==> src/hdl/skf_pkg.sv <==
// Shared constants and types for the scalar Kalman filter.
// No dependencies; compiled first.
package skf_pkg;

  localparam int SAMPLE_WIDTH_DEF = 16;
  localparam int FRAC_BITS_DEF    = 16;

  localparam int EST_W   = 32;   // estimate, signed
  localparam int VAR_W   = 48;   // variance, unsigned, 8 fractional bits
  localparam int NOISE_W = 24;   // Q and R registers
  localparam int GAIN_W  = 17;   // gain 0..65536, 16 fractional bits
  localparam int GAIN_FRAC = 16;
  localparam int CFG_IDX_W = 8;

  localparam logic [NOISE_W-1:0] PROCESS_NOISE_RST = 24'd256;
  localparam logic [NOISE_W-1:0] MEASURE_NOISE_RST = 24'd40192;   // 157.0

  localparam logic [GAIN_W-1:0] GAIN_ONE = 17'h10000;
  localparam logic [VAR_W-1:0]  VAR_MAX  = {VAR_W{1'b1}};

  typedef enum logic [CFG_IDX_W-1:0] {
    REG_PROCESS_NOISE = 8'd0,
    REG_MEASURE_NOISE = 8'd1
  } cfg_reg_t;

endpackage

==> src/hdl/skf_if.sv <==
// Valid/ready channel interfaces for the scalar Kalman filter.
// Depends on skf_pkg.
interface skf_in_if #(
  parameter int SAMPLE_WIDTH = skf_pkg::SAMPLE_WIDTH_DEF
);
  import skf_pkg::*;
  logic                           valid;
  logic                           ready;
  logic signed [SAMPLE_WIDTH-1:0] sample;
  modport source (output valid, output sample, input ready);
  modport sink   (input valid, input sample, output ready);
endinterface

interface skf_out_if;
  import skf_pkg::*;
  logic                    valid;
  logic                    ready;
  logic signed [EST_W-1:0] estimate;
  logic                    seeded;
  modport source (output valid, output estimate, output seeded, input ready);
  modport sink   (input valid, input estimate, input seeded, output ready);
endinterface

interface skf_cfg_if;
  import skf_pkg::*;
  logic                 valid;
  logic                 ready;
  logic [CFG_IDX_W-1:0] index;
  logic [NOISE_W-1:0]   data;
  modport source (output valid, output index, output data, input ready);
  modport sink   (input valid, input index, input data, output ready);
endinterface

==> src/hdl/scalar_kalman_filter_top.sv <==
// Scalar Kalman filter: one filtered Q16.16 estimate per signed sample.
// Depends on skf_pkg and the channel interfaces in skf_if.sv.
//
//   channel  dir  payload                       handshake
//   in_ch    in   sample (SAMPLE_WIDTH, signed)  valid/ready
//   out_ch   out  estimate (32, signed), seeded  valid/ready
//   cfg_ch   in   index (8), data (24)           valid/ready, always ready
//
// A seeding sample goes straight from request to hand-off; every later sample
// runs through these steps from request to result (the division is skipped when R is zero):
// predict, denominator setup, 16 restoring-division steps for the gain,
// 17 shift-add steps for the two products, update, hand-off. The division
// step and the shift-add accumulators are the units reused on every cycle.
// Reset (synchronous, rst_n low) clears estimate and variance and rearms
// seeding. Input is taken only when the sequencer is idle; a result waits
// in the output register, and the sequencer holds its last step until
// that register is free.
module scalar_kalman_filter_top #(
  parameter int SAMPLE_WIDTH = skf_pkg::SAMPLE_WIDTH_DEF,
  parameter int FRAC_BITS    = skf_pkg::FRAC_BITS_DEF
) (
  input  logic       clk,
  input  logic       rst_n,
  skf_in_if.sink     in_ch,
  skf_out_if.source  out_ch,
  skf_cfg_if.sink    cfg_ch
);
  import skf_pkg::*;

  localparam int DIFF_W = EST_W + 1;
  localparam int PE_W   = DIFF_W + GAIN_W;   // k * diff, signed
  localparam int PV_W   = VAR_W + GAIN_W - 1; // (1-k) * pm fits 64 bits
  localparam int DEN_W  = VAR_W + 1;
  localparam int REM_W  = VAR_W + 2;
  localparam int CNT_W  = $clog2(GAIN_W + 1);
  localparam int STEP_W = PE_W - GAIN_FRAC;

  localparam logic signed [63:0] S32_MAX = 64'sh0000_0000_7FFF_FFFF;
  localparam logic signed [63:0] S32_MIN = -64'sh0000_0000_8000_0000;

  typedef enum logic [6:0] {
    ST_IDLE = 7'b0000001,
    ST_PRED = 7'b0000010,
    ST_DEN  = 7'b0000100,
    ST_DIV  = 7'b0001000,
    ST_MUL  = 7'b0010000,
    ST_UPD  = 7'b0100000,
    ST_FIN  = 7'b1000000
  } state_t;

  state_t                    state_r, state_nxt;
  logic [NOISE_W-1:0]        q_r, r_r;
  logic signed [EST_W-1:0]   est_r;
  logic [VAR_W-1:0]          var_r;
  logic                      first_r;
  logic                      seed_r;
  logic signed [DIFF_W-1:0]  diff_r;
  logic [VAR_W-1:0]          pm_r;
  logic [DEN_W-1:0]          den_r;
  logic [REM_W-1:0]          rem_r;
  logic [GAIN_W-1:0]         k_r;
  logic [GAIN_W-1:0]         om_r;
  logic [CNT_W-1:0]          cnt_r;
  logic signed [PE_W-1:0]    acc_e_r;
  logic [PV_W-1:0]           acc_v_r;
  logic                      out_valid_r;
  logic signed [EST_W-1:0]   out_est_r;
  logic                      out_seed_r;

  logic                      in_req;
  logic signed [63:0]        z_wide;
  logic signed [63:0]        zs_wide;
  logic signed [EST_W-1:0]   zs;
  logic [SAMPLE_WIDTH:0]     z_mag;
  logic [VAR_W:0]            pm_sum;
  logic [REM_W-1:0]          rem_sh;
  logic                      q_bit;
  logic signed [PE_W-1:0]    acc_e_add;
  logic [PV_W-1:0]           acc_v_add;
  logic signed [PE_W-1:0]    prod_rnd;
  logic signed [STEP_W-1:0]  step;
  logic signed [STEP_W:0]    est_sum;
  logic                      out_free;

  assign in_ch.ready = (state_r == ST_IDLE);
  assign in_req      = in_ch.valid && in_ch.ready;
  assign cfg_ch.ready = 1'b1;

  assign out_ch.valid    = out_valid_r;
  assign out_ch.estimate = out_est_r;
  assign out_ch.seeded   = out_seed_r;
  assign out_free        = !out_valid_r || out_ch.ready;

  // sample scaled to the estimate format, clamped to 32-bit signed
  always_comb begin
    z_wide  = 64'(in_ch.sample);
    zs_wide = z_wide <<< FRAC_BITS;
    if (zs_wide > S32_MAX) begin
      zs = EST_W'(S32_MAX);
    end else if (zs_wide < S32_MIN) begin
      zs = EST_W'(S32_MIN);
    end else begin
      zs = EST_W'(zs_wide);
    end
    z_mag = in_ch.sample[SAMPLE_WIDTH-1] ?
            (SAMPLE_WIDTH+1)'(-$signed({in_ch.sample[SAMPLE_WIDTH-1], in_ch.sample})) :
            (SAMPLE_WIDTH+1)'({1'b0, in_ch.sample});
  end

  always_comb begin
    pm_sum    = {1'b0, var_r} + (VAR_W+1)'(q_r);
    rem_sh    = {rem_r[REM_W-2:0], 1'b0};
    q_bit     = (rem_sh >= REM_W'(den_r));
    acc_e_add = k_r[GAIN_W-1] ? PE_W'(diff_r) : '0;
    acc_v_add = om_r[GAIN_W-1] ? PV_W'(pm_r) : '0;
    // round half toward +inf, identical for both signs
    prod_rnd  = acc_e_r + PE_W'(1 << (GAIN_FRAC - 1));
    step      = STEP_W'(prod_rnd >>> GAIN_FRAC);
    est_sum   = (STEP_W+1)'(est_r) + (STEP_W+1)'(step);
  end

  always_comb begin
    state_nxt = state_r;
    unique case (state_r)
      ST_IDLE: begin
        if (in_req) state_nxt = first_r ? ST_FIN : ST_PRED;
      end
      ST_PRED: state_nxt = ST_DEN;
      ST_DEN: begin
        state_nxt = (r_r == '0) ? ST_MUL : ST_DIV;
      end
      ST_DIV: begin
        if (cnt_r == CNT_W'(GAIN_FRAC - 1)) state_nxt = ST_MUL;
      end
      ST_MUL: begin
        if (cnt_r == CNT_W'(GAIN_W - 1)) state_nxt = ST_UPD;
      end
      ST_UPD: state_nxt = ST_FIN;
      ST_FIN: begin
        if (out_free) state_nxt = ST_IDLE;
      end
      default: state_nxt = ST_IDLE;
    endcase
  end

  always_ff @(posedge clk) begin
    if (!rst_n) begin
      state_r     <= ST_IDLE;
      q_r         <= PROCESS_NOISE_RST;
      r_r         <= MEASURE_NOISE_RST;
      est_r       <= '0;
      var_r       <= '0;
      first_r     <= 1'b1;
      out_valid_r <= 1'b0;
      cnt_r       <= '0;
    end else begin
      state_r <= state_nxt;

      if (cfg_ch.valid) begin
        if (cfg_ch.index == REG_PROCESS_NOISE) q_r <= cfg_ch.data;
        else if (cfg_ch.index == REG_MEASURE_NOISE) r_r <= cfg_ch.data;
      end

      if (state_r == ST_FIN && out_free) begin
        out_valid_r <= 1'b1;
      end else if (out_valid_r && out_ch.ready) begin
        out_valid_r <= 1'b0;
      end

      unique case (state_r)
        ST_IDLE: begin
          if (in_req) begin
            seed_r <= first_r;
            if (first_r) begin
              first_r <= 1'b0;
              est_r   <= zs;
              var_r   <= VAR_W'(z_mag) << 8;
            end else begin
              diff_r <= DIFF_W'(zs) - DIFF_W'(est_r);
            end
          end
        end
        ST_PRED: begin
          pm_r <= pm_sum[VAR_W] ? VAR_MAX : pm_sum[VAR_W-1:0];
        end
        ST_DEN: begin
          den_r <= DEN_W'(pm_r) + DEN_W'(r_r);
          rem_r <= REM_W'(pm_r);
          cnt_r <= '0;
          // zero R: gain is 1.0, or 0 when the denominator is zero too
          if (r_r == '0) begin
            k_r  <= (pm_r == '0) ? '0 : GAIN_ONE;
            om_r <= (pm_r == '0) ? GAIN_ONE : '0;
          end else begin
            k_r <= '0;
          end
          acc_e_r <= '0;
          acc_v_r <= '0;
        end
        ST_DIV: begin
          rem_r <= q_bit ? rem_sh - REM_W'(den_r) : rem_sh;
          k_r   <= {k_r[GAIN_W-2:0], q_bit};
          om_r  <= GAIN_ONE - {k_r[GAIN_W-2:0], q_bit};
          cnt_r <= (cnt_r == CNT_W'(GAIN_FRAC - 1)) ? '0 : cnt_r + 1'b1;
        end
        ST_MUL: begin
          // MSB-first shift-add for k*diff and (1-k)*pm together
          acc_e_r <= (acc_e_r <<< 1) + acc_e_add;
          acc_v_r <= (acc_v_r << 1) + acc_v_add;
          k_r     <= {k_r[GAIN_W-2:0], 1'b0};
          om_r    <= {om_r[GAIN_W-2:0], 1'b0};
          cnt_r   <= cnt_r + 1'b1;
        end
        ST_UPD: begin
          cnt_r <= '0;
          if (est_sum > (STEP_W+1)'(S32_MAX)) begin
            est_r <= EST_W'(S32_MAX);
          end else if (est_sum < (STEP_W+1)'(S32_MIN)) begin
            est_r <= EST_W'(S32_MIN);
          end else begin
            est_r <= EST_W'(est_sum);
          end
          var_r <= acc_v_r[PV_W-1:GAIN_FRAC];
        end
        ST_FIN: begin
          if (out_free) begin
            out_est_r   <= est_r;
            out_seed_r  <= seed_r;
          end
        end
        default: ;
      endcase
    end
  end

endmodule
==> src/flat_wrapper.sv <==
// flat-port wrapper written by rule: the top's interface ports become plain ports
module scalar_kalman_filter_top_flat import skf_pkg::*;
#(
  parameter int SAMPLE_WIDTH = skf_pkg::SAMPLE_WIDTH_DEF,
  parameter int FRAC_BITS    = skf_pkg::FRAC_BITS_DEF
)
  (clk, rst_n, in_ch_valid, in_ch_sample, in_ch_ready, out_ch_valid, out_ch_estimate, out_ch_seeded, out_ch_ready, cfg_ch_valid, cfg_ch_index, cfg_ch_data, cfg_ch_ready);
  skf_in_if #(.SAMPLE_WIDTH(SAMPLE_WIDTH)) in_ch_i ();
  skf_out_if out_ch_i ();
  skf_cfg_if cfg_ch_i ();
  input  logic clk;
  input  logic rst_n;
  input wire logic [$bits(in_ch_i.valid)-1:0] in_ch_valid;
  input wire logic [$bits(in_ch_i.sample)-1:0] in_ch_sample;
  output wire logic [$bits(in_ch_i.ready)-1:0] in_ch_ready;
  output wire logic [$bits(out_ch_i.valid)-1:0] out_ch_valid;
  output wire logic [$bits(out_ch_i.estimate)-1:0] out_ch_estimate;
  output wire logic [$bits(out_ch_i.seeded)-1:0] out_ch_seeded;
  input wire logic [$bits(out_ch_i.ready)-1:0] out_ch_ready;
  input wire logic [$bits(cfg_ch_i.valid)-1:0] cfg_ch_valid;
  input wire logic [$bits(cfg_ch_i.index)-1:0] cfg_ch_index;
  input wire logic [$bits(cfg_ch_i.data)-1:0] cfg_ch_data;
  output wire logic [$bits(cfg_ch_i.ready)-1:0] cfg_ch_ready;
  assign in_ch_i.valid = in_ch_valid;
  assign in_ch_i.sample = in_ch_sample;
  assign in_ch_ready = in_ch_i.ready;
  assign out_ch_valid = out_ch_i.valid;
  assign out_ch_estimate = out_ch_i.estimate;
  assign out_ch_seeded = out_ch_i.seeded;
  assign out_ch_i.ready = out_ch_ready;
  assign cfg_ch_i.valid = cfg_ch_valid;
  assign cfg_ch_i.index = cfg_ch_index;
  assign cfg_ch_i.data = cfg_ch_data;
  assign cfg_ch_ready = cfg_ch_i.ready;
  scalar_kalman_filter_top #(.SAMPLE_WIDTH(SAMPLE_WIDTH), .FRAC_BITS(FRAC_BITS)) u_core (.clk(clk), .rst_n(rst_n), .in_ch(in_ch_i), .out_ch(out_ch_i), .cfg_ch(cfg_ch_i));
endmodule
==> config.mk <==
export PLATFORM = sky130hd
export DESIGN_NAME = scalar_kalman_filter_top_flat
export DESIGN_NICKNAME = d
export VERILOG_FILES = /design/src/hdl/skf_pkg.sv /design/src/hdl/skf_if.sv /design/src/hdl/scalar_kalman_filter_top.sv /design/src/flat_wrapper.sv
export SDC_FILE = /design/constraint.sdc
export NUM_CORES = 1
export LEC_CHECK = 0
export ABC_AREA = 1
export BUFFER_PORTS_ARGS = -buffer_cell sky130_fd_sc_hd__buf_2
export CAP_MARGIN = 40
export CORE_MARGIN = 2
export CORE_UTILIZATION = 40
export CTS_CLUSTER_SIZE = 20
export DETAILED_ROUTE_END_ITERATION = 12
export PLACE_DENSITY = 0.57
export SLEW_MARGIN = 10
export SYNTH_ARGS = -nofsm -noshare
export SYNTH_HDL_FRONTEND = slang
export SYNTH_SLANG_ARGS = --single-unit
==> constraint.sdc <==
create_clock -name clk -period 9.1 [get_ports clk]
set_input_delay 1.365 -clock clk [delete_from_list [all_inputs] [get_ports clk]]
set_output_delay 1.365 -clock clk [all_outputs]
set_load 0.02 [all_outputs]
# Word-level counts from Yosys, hierarchy flattened
# Cells that the tools add are included.
op_classes:
  shift: 0
  muxes: 34
  bitwise_logic: 2
  n_mul: 0
  div: 0
  eq_ne: 16
  n_addsub: 11
  order_cmp: 5
  n_reduce_logical: 29
ops:
  columns: ["operator", "n"]
  rows:
  - ["$mux 32", 6]
  - ["$mux 48", 3]
  - ["$pmux 64 s2", 1]
  - ["$pmux 17 s3", 2]
  - ["$pmux 50 s2", 1]
  - ["$add 48x24->49", 2]
  - ["$pmux 49 s2", 1]
  - ["$pmux 48 s2", 1]
  - ["$mux 17", 5]
  - ["$add 64x64->64", 1]
  - ["$pmux 32 s2", 1]
  - ["$add 50x17->50 const B", 1]
  - ["$add 50x50->50", 1]
  - ["$ge 50x49->1", 1]
  - ["$mux 50", 1]
  - ["$mux 49", 1]
  - ["$pmux 7 s7", 1]
  - ["$sub 49x49->49", 1]
  - ["$logic_not 48->1", 1]
  - ["$add 32x34->35", 1]
  - ["$gt 35x32->1 const B", 1]
  - ["$lt 35x32->1 const B", 1]
  - ["$mux 7", 5]
  - ["$sub 32x32->33", 1]
  - ["32 further kinds", 56]
totals:
  mem_count: 0
  word_cells: 116
  ff_bits: 503
  latchBits: 0
  input_bits: 53
  ram_bits: 0
  mem_bits_ro: 0

# Logic depth before layout (Yosys ltp)
logic_depth:
  depth_word: 6
  depth_mapped: 31
  depth_no_buf: 30

# Least setup slack after synthesis
# No wires, ideal clock.
synth_timing:
  path_type: "input -> register"
  startpoint: "input rst_n"
  endpoint: "register u_core.acc_e_r[0], enable pin"
  stages: 5
  setup_time_ps: 625
  slack_ps: 888
  arrival_time_ps: 7587
  required_ps: 8475
  n_path_buf: 3
  path_cell_list: "clkbuf_1 inv_1 clkbuf_1 clkbuf_1 a21oi_1"
synth_between:
  elab_chain_cells: 1
synth_lines:
  columns: ["item", "line", "rtl"]
  rows:
  - ["start: declaration", "flat_wrapper.sv:12", "input logic rst_n;"]
  - ["$reduce_and 2->1 (no line)", null, null]
  - ["end signal: assignment", "scalar_kalman_filter_top.sv:208", "acc_e_r <= (acc_e_r <<< 1) + acc_e_add;"]
  - ["end: declaration", "scalar_kalman_filter_top.sv:64", "logic signed [PE_W-1:0] acc_e_r;"]
# No other way between the ends.
# A chain may end at the register's enable or synchronous reset.

# Worst setup path after layout
layout_timing:
  startpoint: "register u_core.acc_e_r[17]"
  endpoint: "register u_core.est_r[27]"
layout_between:
  elab_chain_cells: 6
  word_cells_on_any_way: 7
  classes_between: "add/sub (2); order compare (2); mux (3)"
layout_lines:
  columns: ["item", "line", "rtl"]
  rows:
  - ["$add 50x17->50 (*)", "scalar_kalman_filter_top.sv:117", "prod_rnd = acc_e_r + PE_W'(1 << (GAIN_FRAC - 1));"]
  - ["$add 32x34->35 (*)", "scalar_kalman_filter_top.sv:119", "est_sum = (STEP_W+1)'(est_r) + (STEP_W+1)'(step);"]
  - ["$lt 35x32->1", "scalar_kalman_filter_top.sv:218", "end else if (est_sum < (STEP_W+1)'(S32_MIN)) begin"]
  - ["$mux 32", "scalar_kalman_filter_top.sv:218", null]
  - ["$mux 32 (*)", "scalar_kalman_filter_top.sv:216", "if (est_sum > (STEP_W+1)'(S32_MAX)) begin"]
  - ["$pmux 32 s2 (*)", "scalar_kalman_filter_top.sv:170", "unique case (state_r)"]
  - ["end signal: assignment", "scalar_kalman_filter_top.sv:217", "est_r <= EST_W'(S32_MAX);"]
  - ["end signal: assignment", "scalar_kalman_filter_top.sv:219", "est_r <= EST_W'(S32_MIN);"]
  - ["end signal: assignment", "scalar_kalman_filter_top.sv:221", "est_r <= EST_W'(est_sum);"]
  - ["end: declaration", "scalar_kalman_filter_top.sv:53", "logic signed [EST_W-1:0] est_r;"]
# Mark *: on every way between the ends. The rest lies on a longest branch, timed or not.

==> metrics <==
status finished, final reports clean; Total GRT Usage 26.02%; Mapped Area 37970 um^2; Least-Margin Pin Slew 0.8017 ns; initial antenna violation count 7; Clock Pin Slew Worst Setup and Hold Paths 0.07 ns; Post-synth EDFFs 361; largest family of logic cells by synthesized area simple AND/OR/NAND/NOR gates; Skew-Pair Late Insertion Delay 0.67 ns; area share of and/or/nand/nor cells after synthesis 24.76%; DRC 0; Max Slew Vio Count 0; minimum clock period 4.695 ns; area of the multi-input gates 21000 um^2; critical path arrival 5.22 ns; Power Total 5.524 mW; Routed WL 129400 um; vias 35363; postcts setup bufs 0; worst r2r path cells 25; filler instances 9777; I/O Buffers 87; post-synthesis mux area share 0%; Leak Pwr 18.44 nW; final setup fails 0; clock buffer depth 3; Tcrit/Tclk final 51.60%; final hold viol count 0; setup TNS 0 ns; num rows 113; Min-Delay Path Depth 0; GPL Wtd Cong 0.9875; cell area power density 132.0 nW/um^2; Net Switching 1.446 mW; Slowest Stage Delay on Critical Path 0.62 ns; met1 WL 61210 um; FF/Latch Area 13680 um^2; Reg power frac 45.5%; Worst Clk Skew 0.02714 ns; Net Count, Synth 5492; die width 312.1 um; FF+latch count, synth 503; number of global-route vias before repair 33454; Starting Density 40.14%; P_int 4.078 mW; area delta synth->final 10.21%; VDD IR max 0.0001445 V; largest net degree at the start of global routing 105; htree depth 2; clock share of power 45.4%; Synth cell types 79; CP Capture Point u_core.est_r[27]; n_diodes 0; cell mode on critical path nand2_1; share of cells above drive strength 1 6.619%; DR top layer met5; initial DRC count 2988; HP Class register to register; WHS 0.4408 ns; compound-gate portion of the synthesized area 17.27%; switching share of power 26.18%; Vias/cell 5.384; I/O Pins 89; Root Driver clkbuf_16; asr flop ratio synth 0%; Post-CTS Hold Buffers 0; Max Clock Freq 213.0 MHz; Final Util 44.24%; # resized after CTS 0; DIE HEIGHT 312.1 um; xor/xnor share of the synthesized area 4.544%; crit-path max FO 13; # clock sinks 503; beginning of the critical path u_core.acc_e_r[17]; core area 94590 um^2; warning count from the yosys run 0; RSZ-0062 raised after global routing false; Nets 5563; met3 wire length 7399 um; CP max stage cell a21oi_2; CP startpoint kind register; Num CTS Buffers 59; reg2reg start u_core.acc_e_r[17]; Final ANT Viol Nets 0; CP Capture Type register; WP data required 9.62 ns; 1st-pass router iterations 7; Logic pwr share 9.1%; Crit Reg-Reg Endpoint u_core.est_r[27]; CTS tree built; hpwl dp 102700 um; Congestion Overflow GR 0; total die area 97400 um^2; Gate Count Post-Synth 5182; sequential element share of the synthesized area 36.04%; crit path kind register to register; prevailing post-synth register cell edfxtp_1; Slew Limit Headroom 46.55%; per-cell routed wire length 19.70 um; adder-cell share of the synthesized area 8.588%; Avg Inst Size Synth 7.327 um^2; first-pass GRT wire length 197800 um; MaxCap Viol Count 0; metal2 WL 57120 um; reg-to-reg slack, setup 4.40 ns
[cells in the mapped netlist (all sizes together) (2+ instances only)]
cell type	number	area share (%)
a211oi	17	0.34
a21boi	17	0.35
a21o	35	0.69
a21oi	526	7.1
a31o	2	0.046
a31oi	57	0.94
a32o	5	0.13
and2	4	0.066
and3	10	0.16
buf	42	0.66
clkbuf	61	0.61
clkinv	5	0.053
dfxtp	142	7.5
edfxtp	361	29
fa	6	0.32
ha	251	8.3
inv	755	7.5
nand2	1153	12
nand3	217	3.1
nand3b	5	0.099
nand4	56	0.92
nor2	568	5.8
nor3	98	1.4
nor4	57	1.1
o211a	2	0.053
o211ai	33	0.73
o21a	37	0.73
o21ai	374	4.9
o21bai	33	0.66
o221ai	6	0.14
o22ai	5	0.082
o31ai	5	0.099
or2	24	0.40
xnor2	61	1.4
xor2	136	3.1
[cell families after synthesis]
kind of cell,count (synthesis)
AOI/OAI and AO/OA,1165
xor gates and xnor gates,197
adders and majority gates,257
buffers and inverters,863
DFF,503
other,1
and+or+nand+nor,2196
[critical path, delay by kind of cell (launching register included)]
kind | cells | cell delay, ns
adders and majority gates | 1 | 0.34
DFF | 1 | 0.43
xor gates and xnor gates | 1 | 0.17
buffers and inverters | 3 | 0.37
AOI/OAI and AO/OA | 4 | 1.06
and+or+nand+nor | 16 | 2.16
[registers in the layout, indices dropped and copies added (netlist names), 7 cells and up]
signal / cells
u_core.acc_v_r: 64
u_core.acc_e_r: 50
u_core.den_r: 49
u_core.rem_r: 49
u_core.pm_r: 48
u_core.var_r: 48
u_core.diff_r: 33
u_core.est_r: 32
u_core.out_ch.estimate: 32
u_core.q_r: 24
u_core.r_r: 24
u_core.k_r: 17
u_core.om_r: 17
u_core.state_r: 7
[stage by stage]
step / worst slack [ns] / cells / cell area [um^2]
6_report: 4.405 / 6568 / 41850
5_1_grt: 3.885 / 6568 / 41850
4_1_cts: 4.432 / 6567 / 41830
3_5_place_dp: 4.469 / 6456 / 39800
3_3_place_gp: 4.349 / 6452 / 39730
2_1_floorplan: 0.8882 / 5182 / 37970
[power groups by stage]
stage	clock network (mW)	registers (mW)	logic, mW
after floorplan	0	2.54	0.344
after global placement	0	2.56	0.494
after detailed placement	0	2.56	0.493
after CTS	2.55	2.51	0.496
after global routing	2.64	2.51	0.557
final	2.51	2.51	0.502
[worst min path at each step]
stage                                end     startpoint  slack, ns
CTS                 u_core.out_ch.seeded  u_core.seed_r       0.43
floorplan           u_core.out_ch.seeded  u_core.seed_r       0.40
finish              u_core.out_ch.seeded  u_core.seed_r       0.44
global route        u_core.out_ch.seeded  u_core.seed_r       0.45
global placement    u_core.out_ch.seeded  u_core.seed_r       0.41
detailed placement  u_core.out_ch.seeded  u_core.seed_r       0.42
[cell usage in the layout (no fill, tap or decap), types with 52 or more instances in the layout]
master / n
nand2_1: 1129
inv_1: 739
nor2_1: 543
a21oi_1: 511
edfxtp_1: 361
o21ai_0: 343
ha_1: 251
nand3_1: 202
dfxtp_1: 142
xor2_1: 136
nor3_1: 90
buf_2: 88
clkbuf_16: 63
xnor2_1: 61
a31oi_1: 57
nand4_1: 56
nor4_1: 52
[final cells by class]
| cell class | instances | share of cell area (%) |
|---|---|---|
| clock inverters | 29 | 0.7505 |
| flip-flops and latches | 503 | 32.70 |
| repair buffers | 113 | 1.648 |
| clock buffers | 82 | 4.111 |
| well taps | 1265 | 3.782 |
| inverters | 760 | 6.823 |
| multi-input cells | 3816 | 50.19 |
[metal layers]
metal,up-vias,track usage (%)
met5,-,0
met4,8,7.321
met3,184,2.614
met2,1049,41.05
met1,16560,37.80
li1,17562,-
Note: power is estimated with default switching activity, not from simulation.
